[src/rtl/core/tps_pkg.sv]
`timescale 1ns / 1ps
package tps_pkg;

  localparam int FRAC_BITS   = 16;
  localparam int CORDIC_ITER = 20;
  localparam int GUARD       = 8;
  localparam int POS_W       = 32;
  localparam int LIM_W       = 16;
  localparam int CW          = 44;                 // CORDIC x/y datapath width
  localparam int ZW          = 34;                 // CORDIC angle accumulator width
  localparam int NUM_W       = 41;                 // signed wrap numerator width
  localparam int L_W         = LIM_W + FRAC_BITS;  // wrap modulus width
  localparam int DIST_W      = 36;
  localparam int IT_W        = $clog2(CORDIC_ITER + 1);
  localparam int MC_W        = $clog2(NUM_W + 1);
  localparam logic [31:0] INV_GAIN = 32'h9B74EDA9;

  typedef enum logic [1:0] {
    REQ_LOAD  = 2'd0,
    REQ_STEP  = 2'd1,
    REQ_MOVE  = 2'd2,
    REQ_QUERY = 2'd3
  } req_e;

  typedef enum logic [1:0] {
    CFG_WIDTH  = 2'd0,
    CFG_HEIGHT = 2'd1,
    CFG_NEAR   = 2'd2
  } cfg_e;

  typedef enum logic [3:0] {
    ST_IDLE, ST_DECODE, ST_VEC, ST_GAIN_HI, ST_GAIN_LO, ST_DECIDE,
    ST_ROT_LOAD, ST_ROT, ST_MODX_GO, ST_MODX_WAIT, ST_MODY_GO, ST_MODY_WAIT,
    ST_DONE
  } state_e;

  typedef struct packed {
    logic       load;
    logic       step;
    logic       vec_mode;
    logic [4:0] idx;
  } cordic_ctrl_t;

  function automatic logic [31:0] atan_turn(input logic [4:0] i);
    logic [31:0] r;
    case (i)
      5'd0:  r = 32'h20000000;  5'd1:  r = 32'h12E4051E;
      5'd2:  r = 32'h09FB385B;  5'd3:  r = 32'h051111D4;
      5'd4:  r = 32'h028B0D43;  5'd5:  r = 32'h0145D7E1;
      5'd6:  r = 32'h00A2F61E;  5'd7:  r = 32'h00517C55;
      5'd8:  r = 32'h0028BE53;  5'd9:  r = 32'h00145F2F;
      5'd10: r = 32'h000A2F98;  5'd11: r = 32'h000517CC;
      5'd12: r = 32'h00028BE6;  5'd13: r = 32'h000145F3;
      5'd14: r = 32'h0000A2FA;  5'd15: r = 32'h0000517D;
      5'd16: r = 32'h000028BE;  5'd17: r = 32'h0000145F;
      5'd18: r = 32'h00000A30;  5'd19: r = 32'h00000518;
      5'd20: r = 32'h0000028C;  5'd21: r = 32'h00000146;
      5'd22: r = 32'h000000A3;  5'd23: r = 32'h00000051;
      5'd24: r = 32'h00000029;  5'd25: r = 32'h00000014;
      5'd26: r = 32'h0000000A;  5'd27: r = 32'h00000005;
      5'd28: r = 32'h00000003;  5'd29: r = 32'h00000001;
      5'd30: r = 32'h00000001;
      default: r = 32'h00000000;
    endcase
    return r;
  endfunction

endpackage

[src/rtl/core/tps_cordic.sv]
`timescale 1ns / 1ps
module tps_cordic (
  input  logic                         clk_i,
  input  tps_pkg::cordic_ctrl_t        ctrl_i,
  input  logic signed [tps_pkg::CW-1:0] x0_i,
  input  logic signed [tps_pkg::CW-1:0] y0_i,
  input  logic signed [tps_pkg::ZW-1:0] z0_i,
  output logic signed [tps_pkg::CW-1:0] x_o,
  output logic signed [tps_pkg::CW-1:0] y_o,
  output logic signed [tps_pkg::ZW-1:0] z_o
);
  import tps_pkg::*;

  logic signed [CW-1:0] x_q, y_q, x_d, y_d, xs, ys;
  logic signed [ZW-1:0] z_q, z_d, a;
  logic                 up;

  // one micro-rotation per cycle while step is set, direction from y (vectoring) or angle (rotation)
  always_comb begin
    xs  = x_q >>> ctrl_i.idx;
    ys  = y_q >>> ctrl_i.idx;
    a   = ZW'($signed({2'b00, atan_turn(ctrl_i.idx)}));
    up  = ctrl_i.vec_mode ? ~y_q[CW-1] : z_q[ZW-1];
    x_d = x_q;
    y_d = y_q;
    z_d = z_q;
    if (ctrl_i.load) begin
      x_d = x0_i;
      y_d = y0_i;
      z_d = z0_i;
    end else if (ctrl_i.step) begin
      if (up) begin
        x_d = x_q + ys;
        y_d = y_q - xs;
        z_d = z_q + a;
      end else begin
        x_d = x_q - ys;
        y_d = y_q + xs;
        z_d = z_q - a;
      end
    end
  end

  always_ff @(posedge clk_i) begin
    x_q <= x_d;
    y_q <= y_d;
    z_q <= z_d;
  end

  assign x_o = x_q;
  assign y_o = y_q;
  assign z_o = z_q;

endmodule

[config.mk]
export PLATFORM = sky130hd
export DESIGN_NAME = tps_cordic
export DESIGN_NICKNAME = d
export VERILOG_FILES = /design/src/rtl/core/tps_pkg.sv /design/src/rtl/core/tps_cordic.sv
export SDC_FILE = /design/constraint.sdc
export NUM_CORES = 1
export LEC_CHECK = 0
export ABC_AREA = 1
export BUFFER_PORTS_ARGS = -buffer_cell sky130_fd_sc_hd__buf_4
export CAP_MARGIN = 20
export CORE_MARGIN = 1.5
export CORE_UTILIZATION = 45
export DETAILED_ROUTE_END_ITERATION = 16
export SYNTH_ARGS = -nofsm -noshare
export SYNTH_HDL_FRONTEND = slang
export SYNTH_SLANG_ARGS = --single-unit
[constraint.sdc]
create_clock -name clk_i -period 5.36 [get_ports clk_i]
set_input_delay 0.536 -clock clk_i [delete_from_list [all_inputs] [get_ports clk_i]]
set_output_delay 0.536 -clock clk_i [all_outputs]
set_load 0.01 [all_outputs]
==> results.cfg <==
[run_status]
status = completed

[sta]
period_share_pct = 95.9
max_freq_ghz = 0.195
tightest_slew_ns = 0.981
drv_slew = 0
period_minus_slack_ns = 5.14
setup_viol = 0
relSlewSlack_pct = 34.6
fin_skew_ns = 0.0128
final_hold_viol_count = 0

[synth]
post-synth-top-count-cell = nand2_1
synthSimpleGateAreaFrac_pct = 44.0
syn_inst = 3736
synthAdderAreaFrac_pct = 8.33
synth-seq-area-share_pct = 16.8
synth_common_cells = nand2_1, nand3_1, inv_1
synthMuxAreaShare_pct = 0
synth_edf_count = 122
avgSynthCellArea_um2 = 5.82
async_flop_share_pct = 0
yosysUniqueCellTypes = 62
synth_seq_cells = 122
synth_fp_nets = 4010
synthTopCellsByArea = nand2_1, edfxtp_1, nand3_1, ha_1, inv_1
synth_ff_type = edfxtp_1
syn_area_um2 = 21700
synth_top_family_by_area = simple AND/OR/NAND/NOR gates
synth-xor-area-share_pct = 5.03
synth_top_area_share_pct = 21.0
yosys_warnings = 0
yosysTopAreaCell = nand2_1
synth_compound_area_share_pct = 15.6

[finish]
fin_nets = 4633
syn_to_final_growth_pct = 30.0
nFillCells = 4776
antenna_cells = 0
fin_util_pct = 59.2
drive_above_1_share_pct = 22.1
fin_area_um2 = 28300

[floorplanning]
die_x_um = 223
die-area_um2 = 49600
start_util_pct = 45.5
num_rows = 80
num_io_pins = 253
fp.dieH_um = 223
core_um2 = 47700

[detailed_routing]
vias = 28352
drcViolationCount = 0
drt_iter0_drc = 3020
ant_nets = 0
wire_per_inst_um = 19.7
first_pass_iters = 8
avgViaCountPerCell = 5.69
drt-total-wl_um = 98400

[clocking]
cts_tree = built
cts_hold_buf = 0
root_buffer = clkbuf_16
clock_latency_ns = 0.49
cts_sinks = 122
path_clk_slew_ns = 0.07
cts_max_path_buffers = 2
cts_buffers = 17
htree_levels = 4

[worst_setup_path]
cp_common_cell = nand2_1
cpPeakStageDelay_ns = 0.49
path_class = reg -> reg
crit_start = x_o[4]
reg2reg_from = x_o[4]
ff2ff_setup_slack_ns = 0.22
crit_slowest_cell = edfxtp_1
r2r_cells = 33
worstSetupEndpointType = flop
startpoint_type = flop
cp.arrival_ns = 5.38
r2r-end = y_o[35]
cp_max_fo = 5
required_ns = 5.60

[min_path]
min_path_cells = 3
hold_class = in -> reg
hold_path_end = y_o[6]
min_from = y0_i[6]

[global_route]
grt_overflow = 0
grt_pass1_vias = 26147
grt_pass1_wl_um = 148000
grt_start_max_net_pins = 82
antenna_found_initial = 0
grtUsageTotal_pct = 38.7

[placed_design]
dpl.hpwl_um = 81800
place_congestion = 1.05
dpl_cell_area_um2 = 27500
io_buffers = 252

[job]
maxCapViolCount = 0

[power_and_ir_drop]
ir_drop_mv = 0.566
power.density_nw_per_um2 = 787
p_leak_uw = 0.0145
==> area by class of cell <==
type	instances	area [um2]	share of cell area [%]
clock inverters	10	78.8	0.279
flip-flops and latches	122	3660	13.0
repair buffers	749	5790	20.5
well taps	615	769	2.72
inverters	382	1440	5.09
multi-input cells	3087	16100	56.9
clock buffers	21	440	1.56
==> critical path, delay by kind of cell (launching register included) <==
family,cells,cell delay (ns)
buffers and inverters,8,0.86
flip-flops,1,0.49
XOR/XNOR,1,0.33
AO/OA/AOI/OAI,4,0.67
AND/OR/NAND/NOR,18,2.01
adder cells (fa/ha/maj),2,0.52
==> power by group <==
part	switching, uW	total (uW)	internal, uW	leakage (uW)
Sequential	878	2670	1790	0.00126
Clock	500	1120	624	0.000254
Combinational	10500	18400	7910	0.0130
Total	11900	22200	10300	0.0145
==> flip-flops by register name (all words and copies together) (netlist names) <==
name,count
y_o,44
x_o,44
z_o,34
==> stage by stage <==
step | power, uW | TNS, ns | setup WS (ns) | hold WS, ns | std cells
3_3_place_gp | 20100 | -3.53 | -0.530 | 0.684 | 4949
5_1_grt | 23900 | -0.00566 | -0.00299 | 0.307 | 4986
2_1_floorplan | 12100 | 0 | 0.654 | 0.707 | 3736
3_5_place_dp | 20300 | -3.89 | -0.454 | 0.688 | 4949
6_report | 22200 | 0 | 0.221 | 0.311 | 4986
4_1_cts | 21600 | 0 | 0.0156 | 0.276 | 4980
==> how the worst max path moves through the flow <==
stage | endpoint | slack (ns) | depth (start not counted)
final | y_o[35] | 0.22 | 33
after global routing | y_o[37] | -0.003 | 31
after CTS | y_o[35] | 0.02 | 30
after detailed placement | y_o[43] | -0.45 | 30
after global placement | x_o[43] | -0.53 | 39
after floorplan | z_o[27] | 0.65 | 32
==> layer usage <==
metal | global-route usage [%] | wire length [um]
met3 | 7.09 | 8870
met4 | 14.6 | 3710
met5 | 0 | 0
met1 | 52.1 | 42100
met2 | 61.1 | 43700
==> kinds of logic after synthesis <==
kind of cell               Yosys count
DFF                                122
xor gates and xnor gates           125
buffers and inverters              527
and+or+nand+nor                   2230
AOI/OAI and AO/OA                  589
adders and majority gates          143
==> what timing repair did <==
item,in CTS,in global routing
endpoints found under the setup margin,2,37
resized for setup,2,58
pin swaps,0,9
setup buffers,0,6
==> cell usage in the layout (no fill, tap or decap), types with 51 or more instances in the layout <==
master and n:
a21oi_1 200, buf_4 735, edfxtp_1 122, ha_1 138, inv_1 355, nand2_1 1210
nand3_1 528, nor2_1 275, o21ai_0 164, or2_2 63, xnor2_1 51, xor2_1 74
(Power assumes the default switching activity.)
