**src/rtl/core/tps_pkg.sv**
```systemverilog
`timescale 1ns / 1ps
package tps_pkg;

  localparam int FRAC_BITS   = 16;
  localparam int CORDIC_ITER = 20;
  localparam int GUARD       = 8;
  localparam int POS_W       = 32;
  localparam int LIM_W       = 16;
  localparam int CW          = 44;                 // CORDIC x/y datapath width
  localparam int ZW          = 34;                 // CORDIC angle accumulator width
  localparam int NUM_W       = 41;                 // signed wrap numerator width
  localparam int L_W         = LIM_W + FRAC_BITS;  // wrap modulus width
  localparam int DIST_W      = 36;
  localparam int IT_W        = $clog2(CORDIC_ITER + 1);
  localparam int MC_W        = $clog2(NUM_W + 1);
  localparam logic [31:0] INV_GAIN = 32'h9B74EDA9;

  typedef enum logic [1:0] {
    REQ_LOAD  = 2'd0,
    REQ_STEP  = 2'd1,
    REQ_MOVE  = 2'd2,
    REQ_QUERY = 2'd3
  } req_e;

  typedef enum logic [1:0] {
    CFG_WIDTH  = 2'd0,
    CFG_HEIGHT = 2'd1,
    CFG_NEAR   = 2'd2
  } cfg_e;

  typedef enum logic [3:0] {
    ST_IDLE, ST_DECODE, ST_VEC, ST_GAIN_HI, ST_GAIN_LO, ST_DECIDE,
    ST_ROT_LOAD, ST_ROT, ST_MODX_GO, ST_MODX_WAIT, ST_MODY_GO, ST_MODY_WAIT,
    ST_DONE
  } state_e;

  typedef struct packed {
    logic       load;
    logic       step;
    logic       vec_mode;
    logic [4:0] idx;
  } cordic_ctrl_t;

  function automatic logic [31:0] atan_turn(input logic [4:0] i);
    logic [31:0] r;
    case (i)
      5'd0:  r = 32'h20000000;  5'd1:  r = 32'h12E4051E;
      5'd2:  r = 32'h09FB385B;  5'd3:  r = 32'h051111D4;
      5'd4:  r = 32'h028B0D43;  5'd5:  r = 32'h0145D7E1;
      5'd6:  r = 32'h00A2F61E;  5'd7:  r = 32'h00517C55;
      5'd8:  r = 32'h0028BE53;  5'd9:  r = 32'h00145F2F;
      5'd10: r = 32'h000A2F98;  5'd11: r = 32'h000517CC;
      5'd12: r = 32'h00028BE6;  5'd13: r = 32'h000145F3;
      5'd14: r = 32'h0000A2FA;  5'd15: r = 32'h0000517D;
      5'd16: r = 32'h000028BE;  5'd17: r = 32'h0000145F;
      5'd18: r = 32'h00000A30;  5'd19: r = 32'h00000518;
      5'd20: r = 32'h0000028C;  5'd21: r = 32'h00000146;
      5'd22: r = 32'h000000A3;  5'd23: r = 32'h00000051;
      5'd24: r = 32'h00000029;  5'd25: r = 32'h00000014;
      5'd26: r = 32'h0000000A;  5'd27: r = 32'h00000005;
      5'd28: r = 32'h00000003;  5'd29: r = 32'h00000001;
      5'd30: r = 32'h00000001;
      default: r = 32'h00000000;
    endcase
    return r;
  endfunction

endpackage

```
**src/rtl/core/tps_wrap.sv**
```systemverilog
`timescale 1ns / 1ps
module tps_wrap (
  input  logic                              clk_i,
  input  logic                              rst_ni,
  input  logic                              start_i,
  input  logic signed [tps_pkg::NUM_W-1:0]  num_i,
  input  logic [tps_pkg::LIM_W-1:0]         lim_i,
  output logic                              done_o,
  output logic [tps_pkg::POS_W-1:0]         rem_o
);
  import tps_pkg::*;

  logic             busy_q, busy_d, neg_q, neg_d, done_q, done_d;
  logic [MC_W-1:0]  cnt_q, cnt_d;
  logic [NUM_W-1:0] mag_q, mag_d;
  logic [L_W:0]     r_q, r_d, t;
  logic [L_W-1:0]   l_q, l_d, fin;

  // restoring remainder of |num| by limit, one bit per cycle, then floor fix
  always_comb begin
    busy_d = busy_q;
    neg_d  = neg_q;
    cnt_d  = cnt_q;
    mag_d  = mag_q;
    r_d    = r_q;
    l_d    = l_q;
    done_d = 1'b0;
    t      = {r_q[L_W-1:0], mag_q[NUM_W-1]};
    fin    = (neg_q && r_q != '0) ? l_q - r_q[L_W-1:0] : r_q[L_W-1:0];
    if (start_i) begin
      busy_d = 1'b1;
      neg_d  = num_i[NUM_W-1];
      mag_d  = num_i[NUM_W-1] ? NUM_W'(-num_i) : NUM_W'(num_i);
      r_d    = '0;
      cnt_d  = '0;
      l_d    = {(lim_i == '0) ? LIM_W'(1) : lim_i, {FRAC_BITS{1'b0}}};
    end else if (busy_q) begin
      mag_d = mag_q << 1;
      r_d   = (t >= {1'b0, l_q}) ? t - {1'b0, l_q} : t;
      cnt_d = cnt_q + 1'b1;
      if (cnt_q == MC_W'(NUM_W - 1)) begin
        busy_d = 1'b0;
        done_d = 1'b1;
      end
    end
  end

  always_ff @(posedge clk_i or negedge rst_ni) begin
    if (!rst_ni) begin
      busy_q <= 1'b0;
      done_q <= 1'b0;
      cnt_q  <= '0;
    end else begin
      busy_q <= busy_d;
      done_q <= done_d;
      cnt_q  <= cnt_d;
    end
  end

  always_ff @(posedge clk_i) begin
    neg_q <= neg_d;
    mag_q <= mag_d;
    r_q   <= r_d;
    l_q   <= l_d;
  end

  assign done_o = done_q;
  assign rem_o  = POS_W'(fin);

  a_rem_below: assert property (@(posedge clk_i) disable iff (!rst_ni)
    done_q |-> r_q < {1'b0, l_q}) else $error("remainder not below modulus");
  a_start_idle: assert property (@(posedge clk_i) disable iff (!rst_ni)
    start_i |-> !busy_q) else $error("wrap restarted while busy");
  a_done_once: assert property (@(posedge clk_i) disable iff (!rst_ni)
    done_q |=> !done_q) else $error("done held over two cycles");

endmodule

```
**config.mk**
```make
export PLATFORM = sky130hd
export DESIGN_NAME = tps_wrap
export DESIGN_NICKNAME = d
export VERILOG_FILES = /design/src/rtl/core/tps_pkg.sv /design/src/rtl/core/tps_wrap.sv
export SDC_FILE = /design/constraint.sdc
export NUM_CORES = 1
export LEC_CHECK = 0
export BUFFER_PORTS_ARGS = -buffer_cell sky130_fd_sc_hd__buf_2
export CAP_MARGIN = 20
export CORE_MARGIN = 2
export CORE_UTILIZATION = 52
export CTS_BUF_LIST = sky130_fd_sc_hd__clkbuf_8 sky130_fd_sc_hd__clkbuf_16
export CTS_CLUSTER_DIAMETER = 120
export DETAILED_ROUTE_END_ITERATION = 6
export PLACE_DENSITY_LB_ADDON = 0.05
export SLEW_MARGIN = 10
export SYNTH_ARGS = -nofsm -noshare
export SYNTH_HDL_FRONTEND = slang
export SYNTH_SLANG_ARGS = --single-unit
```
**constraint.sdc**
```tcl
create_clock -name clk_i -period 4.24 [get_ports clk_i]
set_input_delay 0.848 -clock clk_i [delete_from_list [all_inputs] [get_ports clk_i]]
set_output_delay 0.848 -clock clk_i [all_outputs]
set_load 0.005 [all_outputs]
```
==> qor.txt <==
complex-gate fraction of the synthesized area: 18.4%
CTS Root Cell: sky130_fd_sc_hd__clkbuf_16
average wire length per cell after detail routing: 15.7 µm
number of design rule violations left after detail routing: 0
maximum capacitance violations: 0
final hold violation count: 0
standard-cell rows: 42
final critical path time including I/O delays and setup: 3940 ps
Overall Power: 4.40 mW
EDFF count, synth: 58
count of yosys warnings during synthesis: 0
number of global-route vias before repair: 5712
Starting DRT DRC Count: 431
Async S/R FF share, synth: 8.08%
Synth Instances: 812
critical path capture point type: output port
largest net degree at the start of global routing: 78
most frequent standard cell in the layout excluding fill and tap cells: sky130_fd_sc_hd__nor2_1
biggest area contributors in the synthesized netlist: sky130_fd_sc_hd__edfxtp_1, sky130_fd_sc_hd__dfxtp_1, sky130_fd_sc_hd__xor2_1, sky130_fd_sc_hd__ha_1, sky130_fd_sc_hd__nor2_1
proportion of netlist area held by the largest area contributor: 24.4%
worst-case hold slack: 315 ps
num ports: 93
share of cell area taken by muxes after synthesis: 4.54%
register clock-pin slew on the reported worst setup and hold paths: 80 ps
fill cell count: 1230
highest achievable clock rate: 254 MHz
Net Count, Synth: 908
CP Data Required Time: 3390 ps
final wirelength: 16500 µm
Die Span X: 121 µm
total number of vias: 6003
Die Y-Extent: 121 µm
critical path startpoint category: flip-flop
Setup Buffers After CTS: 0
CTS resizes: 0
synth unique cells: 73
leakage power: 3.52 nW
simple-gate share of the synthesized area: 18.6%
total congestion overflow: 0
Relative slew margins: 47.7%
xor/xnor share of the synthesized area: 9.82%
Final Worst Setup Slack: 302 ps
Yosys top cell by area: sky130_fd_sc_hd__edfxtp_1
vias per cell: 5.71
setup repair after global routing missed its margin: no
proportion of layout cells with a drive suffix above 1: 16.0%
hold buffer count at cts: 0
total global routing track utilization: 23.3%
Setup Viol. Count Final: 0
Tcrit/Tclk final: 92.9%
post-synthesis sequential element count: 99
antenna violations before repair: 0
# port buffers: 92
final net count: 966
gp weighted congestion: 0.941
TritonCTS Buffers: 9
global-route wire length before repair: 27300 µm
worst hold path class: primary input to async pin
dominant combinational cell family by area after synthesis: simple AND/OR/NAND/NOR gates
Top FF cell, synth: sky130_fd_sc_hd__edfxtp_1
clock tree skew after final layout: 10.1 ps
number of buffers on the longest clock path: 2
# diodes: 0
adder and majority gate portion of the synthesized area: 6.42%
run status: complete, no violations
Post-Route Setup TNS: 0 ps
IR Drop Worst-Case VDD: 0.377 mV
TritonCTS clock tree: yes
total count of max-transition violations in the final report: 0
transition time at the pin with the least slew margin: 784 ps
first-pass detailed-route iteration total: 6
CP Class: flip-flop to output port
Skew-Pair Late Insertion Delay: 360 ps
leading cell types in the layout, fill and taps excluded: sky130_fd_sc_hd__nor2_1, sky130_fd_sc_hd__buf_2, sky130_fd_sc_hd__a21oi_1, sky130_fd_sc_hd__edfxtp_1, sky130_fd_sc_hd__xor2_1
dpl hpwl: 12200 µm
final antenna-violating net count: 0
critical path arrival: 3090 ps
ratio of total power to cell area: 553 mW/mm²
number of sinks driven by the clock tree: 99
synthesized cell area: 0.00714 mm²
H-Tree Depth: 3
core area: 0.0133 mm²
post-synthesis sequential area ratio: 36.5%
total die area: 0.0147 mm²
area growth from synthesis to layout: 11.4%
Mapped Avg Cell Area: 8.79 µm²
Place WS: 681 ps
worst-path maximum fanout: 33
Starting Density: 53.5%
==> critical path: stages, from the launching register on <==
cell                      delay [ps]
sky130_fd_sc_hd__dfxtp_1         380
sky130_fd_sc_hd__or4_4           590
sky130_fd_sc_hd__or4_4           470
sky130_fd_sc_hd__nor3_2          170
sky130_fd_sc_hd__a21bo_1         400
sky130_fd_sc_hd__buf_12          230
sky130_fd_sc_hd__mux2_2          340
sky130_fd_sc_hd__buf_2           120
==> stage by stage <==
step	cells	util, %	instance area, µm²
floorplan	812	-	7140
global placement	1035	57.4	7660
detailed placement	1035	57.4	7660
CTS	1051	59.6	7960
global route	1051	59.6	7960
finish	1051	59.6	7960
==> metal layers <==
metal	track usage (%)	wire, µm	part of all wire (%)
met1	31.8	7740	47
met3	4.65	715	4.3
met5	0	0	0
met4	7.40	303	1.8
met2	37.4	7740	47
==> sequential cells by signal, indices dropped and copies added, names as in the netlist <==
register,count
mag_q,41
busy_q,1
done_o,1
neg_q,1
r_q,33
cnt_q,6
l_q,16
==> cell families (layout without fill, tap and decap cells) <==
family,count (synthesis),count (layout)
simple gates,266,266
compound gates,197,197
buf+inv,102,165
flops,99,99
xor+xnor,80,80
fa+ha+maj,36,36
mux,32,32
==> report_power, final <==
part | switching, mW | internal [mW]
Sequential | 0.138 | 1.15
Clock | 0.401 | 0.414
Combinational | 1.29 | 1.00
==> final timing paths <==
check | cells after the start | endpoint | slack, ps | startpoint
worst max-delay path | 7 | rem_o[22] | 300 | r_q[8]$_SDFFE_PP0P_
worst min-delay path | 1 | done_o$_DFF_PN0_ | 320 | rst_ni
worst max register to register | 11 | r_q[32]$_SDFFE_PP0P_ | 970 | r_q[15]$_SDFFE_PP0P_
worst min register to register | 2 | r_q[32]$_SDFFE_PP0P_ | 520 | r_q[32]$_SDFFE_PP0P_
max in group asynchronous | 1 | busy_q$_DFF_PN0_ | 3730 | rst_ni
min in group clk_i | 2 | r_q[32]$_SDFFE_PP0P_ | 520 | r_q[32]$_SDFFE_PP0P_
==> cells in the mapped netlist, types with 8 or more instances <==
| cell type | number |
|---|---|
| sky130_fd_sc_hd__clkbuf_1 | 39 |
| sky130_fd_sc_hd__o21a_1 | 8 |
| sky130_fd_sc_hd__dfxtp_1 | 33 |
| sky130_fd_sc_hd__nand2_1 | 56 |
| sky130_fd_sc_hd__a21o_1 | 9 |
| sky130_fd_sc_hd__nand3_1 | 8 |
| sky130_fd_sc_hd__edfxtp_1 | 58 |
| sky130_fd_sc_hd__or3_1 | 9 |
| sky130_fd_sc_hd__a211oi_1 | 15 |
| sky130_fd_sc_hd__nor3_1 | 15 |
| sky130_fd_sc_hd__nor2_1 | 106 |
| sky130_fd_sc_hd__a21oi_1 | 69 |
| sky130_fd_sc_hd__nand4_1 | 10 |
| sky130_fd_sc_hd__o31ai_1 | 12 |
| sky130_fd_sc_hd__ha_1 | 35 |
| sky130_fd_sc_hd__dfrtp_1 | 8 |
| sky130_fd_sc_hd__xnor2_1 | 23 |
| sky130_fd_sc_hd__inv_1 | 50 |
| sky130_fd_sc_hd__mux2i_1 | 29 |
| sky130_fd_sc_hd__xor2_1 | 57 |
| sky130_fd_sc_hd__nor4_1 | 13 |
| sky130_fd_sc_hd__o21ai_0 | 33 |
==> final cells by class <==
class | instances | area [µm²] | share of cell area [%]
multi-input cells | 611 | 4120 | 51.8
flip-flops and latches | 99 | 2600 | 32.7
well taps | 176 | 220 | 2.77
clock buffers | 9 | 225 | 2.83
clock inverters | 7 | 67.6 | 0.849
inverters | 50 | 188 | 2.36
repair buffers | 99 | 528 | 6.64
No activity file was read; power rests on OpenSTA's default activity.
